==> src/hdl/tst_ram.sv <==
// ----------------------------------------------------------------------------
// tst_ram: generic single-write, single-read synchronous RAM
// One write port and one read port with a registered read.
// ----------------------------------------------------------------------------
module tst_ram #(
  parameter int WIDTH = 8,
  parameter int DEPTH = 16
) (
  input  logic                     clk,
  input  logic                     we,
  input  logic [$clog2(DEPTH)-1:0] waddr,
  input  logic [WIDTH-1:0]         wdata,
  input  logic                     re,
  input  logic [$clog2(DEPTH)-1:0] raddr,
  output logic [WIDTH-1:0]         rdata
);

  logic [WIDTH-1:0] mem [DEPTH];

  // write port
  always_ff @(posedge clk) begin
    if (we) begin
      mem[waddr] <= wdata;
    end
  end

  // registered read port
  always_ff @(posedge clk) begin
    if (re) begin
      rdata <= mem[raddr];
    end
  end

endmodule
==> config.mk <==
export PLATFORM = sky130hd
export DESIGN_NAME = tst_ram
export DESIGN_NICKNAME = d
export VERILOG_FILES = /design/src/hdl/tst_ram.sv
export SDC_FILE = /design/constraint.sdc
export NUM_CORES = 1
export LEC_CHECK = 0
export BUFFER_PORTS_ARGS = -buffer_cell sky130_fd_sc_hd__buf_2
export CAP_MARGIN = 20
export CORE_MARGIN = 2
export CORE_UTILIZATION = 54
export CTS_CLUSTER_DIAMETER = 50
export DETAILED_ROUTE_END_ITERATION = 16
export HOLD_SLACK_MARGIN = 0.06
export MAX_ROUTING_LAYER = met4
export PLACE_DENSITY = 0.76
export SYNTH_ARGS = -nofsm -noshare
export SYNTH_HDL_FRONTEND = slang
export SYNTH_SLANG_ARGS = --single-unit
==> constraint.sdc <==
create_clock -name clk -period 1.48 [get_ports clk]
set_input_delay 0.074 -clock clk [delete_from_list [all_inputs] [get_ports clk]]
set_output_delay 0.074 -clock clk [all_outputs]
set_load 0.02 [all_outputs]
After elaboration in Yosys (flattened, before gate mapping)
Memories as Yosys holds them, arrays and structs flattened. A register that Yosys moved wholly into a read port is not among the register bits.
Cells that the tools add are included.
{"block": "word_totals", "ram_bits": 128, "n_memories": 1, "word_cells": 3, "register_bits": 0}
{"name": "mem", "depth": 16, "word_bits": 8, "read_ports": 1, "rd_clocked_by_memory_dff": 1, "write_ports": 1, "line_no": "18", "text": "logic [WIDTH-1:0] mem [DEPTH];"}
{"block": "op_classes", "muxes": 2}
{"operator": "$mux 1", "n": 2}

Depth between registers and ports, before layout
{"block": "depth", "ltp_word": 2, "mapped_depth": 5, "depth_no_buf": 3}

Least setup slack after synthesis
OpenSTA, ideal clock, no wires.
{"block": "synth_timing", "kind": "input port to flip-flop", "start": "in waddr[2]", "end": "mem mem[0][0], enable pin", "stages": 2, "slack_ns": -0.087, "t_required_ns": 1.097, "arrival_time_ns": 1.184, "cell_sequence": "or3b_2 nor3_1"}
{"item": "from (decl)", "line_no": "11", "text": "input logic [$clog2(DEPTH)-1:0] waddr,"}
{"item": "to (decl)", "line_no": "18"}
No word-level cell before the write port.

==> results.yml <==
power:
  p_total_mw: 9.06
  leakage_nw: 2.18
  irDropWorstVdd_mv: 0.845
  powerDensity_nw_per_um2: 1420
synth:
  synth-seq-area-share: 0.781
  ys_ff_latch: 136
  synth.area.top_cells: "edfxtp_1 78%, mux4_2 7.8%, mux4_1 7.0%"
  synth_top_area_share: 0.781
  synth_cells: 229
  syn_area_per_cell_um2: 22.8
  yosysTopAreaCell: "edfxtp_1"
  ys_warn_count: 0
  syn-cell-area_um2: 5230
  yosys.cell_types.count: 18
  syn-num-nets: 248
run:
  max-cap-violations: 0
clock_tree:
  path_clk_slew_ns: 0.06
  clockRootBuffer: "clkbuf_8"
  clkLatencyLatePin_ns: 0.51
  clkSinkCount: 136
  clockBufferDepth: 2
  tritoncts: "built"
  post_cts_buffers: 0
  htreeDepth: 4
  numCtsBuffers: 17
setup_path:
  cp_max_fo: 1
  r2r_setup_slack_ns: -0.005
  r2r_cells: 3
  reg2reg_from: "mem[10][6]"
  crit_type: "flop to flop"
  worst_setup_path_end_kind: "flop"
  crit_arrival_ns: 1.73
  cp-start-kind: "flop"
  reg2reg_to: "rdata[6]"
  cp.required_ns: 1.73
cells_and_area:
  fillers: 566
  fin_cells: 441
  finalNetCount: 318
  final_area_um2: 6390
  drive_gt1_frac: 0.343
  syn2layout_area_growth_pct: 22.3
  antenna_cells: 0
hold_path:
  hp-class: "primary input to flop"
  whs_endpoint: "mem[0][2]"
  whs_path_depth: 3
  hold_start: "waddr[0]"
sta:
  rsz0062_at_grt: "true"
  max_slew_margin: 0.443
  finalCriticalPeriod_ns: 1.48
  worst_slack_ns: -0.00483
  drv_slew: 0
  timing.final.crit_share: 1.00
  hold_viol: 0
  fin_skew_ns: 0.00748
  worstMarginPinSlew_ns: 0.832
  setup_viol: 1
  fmax_ghz: 0.673
  timing.hold.ws_ns: 0.123
floorplan:
  start_util: 0.560
  core_area_um2: 9330
  ios: 27
  die_h_um: 102
  die_w_um: 102
  dieArea_um2: 10500
  core.rowCount: 35
grt:
  grt_max_degree: 23
  track_usage: 0.223
  grt_pass1_wl_mm: 15.4
  grt_pass1_vias: 2601
  antenna_found_initial: 0
  grt_remaining_overflow: 0
outcome:
  violations: "setup timing"
  status: "finished with violations"
route:
  num_vias: 2578
  drt_iter0_drc: 232
  wl_mm: 10.1
  drc_errors: 0
  avgRoutedWirePerCell_um: 23.0
  first_pass_iters: 5
  vias_per_cell: 5.85
  ant_nets: 0
placed_design:
  placed_cell_area_um2: 5680
  place_worst_setup_slack_ns: -0.214
  io_buffers: 26
  gp_congestion: 0.766
  place_inst: 400
  dpl.hpwl_mm: 6.05
## repair_timing
item                                   in CTS  in global routing
gates resized for setup                     5                  3
hold buffers                                9                  0
endpoints found under the hold margin     136                  0
pin swaps                                   1                  1
setup endpoints to repair                   4                  7
## stage by stage
step | util | TNS (ns)
final | 0.685 | -0.00483
after global routing | 0.685 | -0.0355
after CTS | 0.685 | -0.00652
after detailed placement | 0.609 | -0.895
after global placement | 0.609 | -0.852
after floorplan | - | 0
## worst max path at each step
stage               start       end  slack [ns]
3_3_place_gp     raddr[0]  rdata[6]       -0.16
2_1_floorplan    raddr[0]  rdata[1]        0.12
6_report       mem[10][6]  rdata[6]      -0.005
5_1_grt        mem[10][6]  rdata[6]       -0.02
3_5_place_dp     raddr[0]  rdata[6]       -0.21
4_1_cts        mem[10][2]  rdata[2]      -0.003
## worst max-delay path: stages, from the launching register on
cell and delay (ns):
edfxtp_1 0.38, mux4_2 0.48, a22oi_2 0.25, nand2_1 0.12
## cells by family after synthesis
kind of cell / count (synthesis) / share of synthesized area
multiplexers: 32 / 0.148
flip-flops: 136 / 0.781
AO/OA/AOI/OAI: 16 / 0.0230
AND/OR/NAND/NOR: 35 / 0.0314
buffers and inverters: 10 / 0.0165
## metal layers
layer	wire length [um]	GRT usage	vias up
met2	5070	0.337	120
met5	0	-	-
li1	-	-	1117
met3	673	0.0581	16
met1	4180	0.300	1325
met4	207	0.0800	0
## cells in the mapped netlist, drive strengths merged
cell type / n
nor2b: 1
nand3b: 2
nand2b: 2
and2b: 1
mux4: 32
nand2: 9
and2: 1
or3b: 1
nand3: 1
edfxtp: 136
a22oi: 16
clkdlybuf4s25: 3
buf: 7
nor2: 13
nor3: 4
## layout by cell type, fill, tap and decap left out
cell type	instances
a22oi_1	10
a22oi_2	6
and2_1	1
and2b_1	1
buf_12	4
buf_2	26
buf_4	22
bufinv_16	4
clkbuf_16	16
clkbuf_8	1
clkinv_1	5
clkinv_2	2
clkinvlp_4	2
dlygate4sd3_1	9
edfxtp_1	136
inv_6	2
mux4_1	12
mux4_2	20
nand2_1	9
nand2b_1	2
nand3_1	1
nand3b_1	2
nor2_1	13
nor2b_1	1
nor3_1	3
nor3_2	1
or3b_2	1
## sequential cells by signal, indices dropped and copies added (netlist names)
| register | count |
|---|---|
| mem | 128 |
| rdata | 8 |
## power breakdown
part / switching (mW) / total, mW / leakage (nW) / internal, mW
sequential: 0.0236 / 4.36 / 1.24 / 4.34
combinational: 0.262 / 0.472 / 0.659 / 0.210
clock: 1.52 / 4.23 / 0.286 / 2.71
## cell type report
class	instances	area, um^2	area share
flip-flops and latches	136	4080	0.639
multi-input cells	83	1080	0.170
clock inverters	15	181	0.0284
well taps	129	161	0.0253
clock buffers	17	414	0.0648
repair buffers	61	465	0.0728
Note: power is estimated with default switching activity, not from simulation.
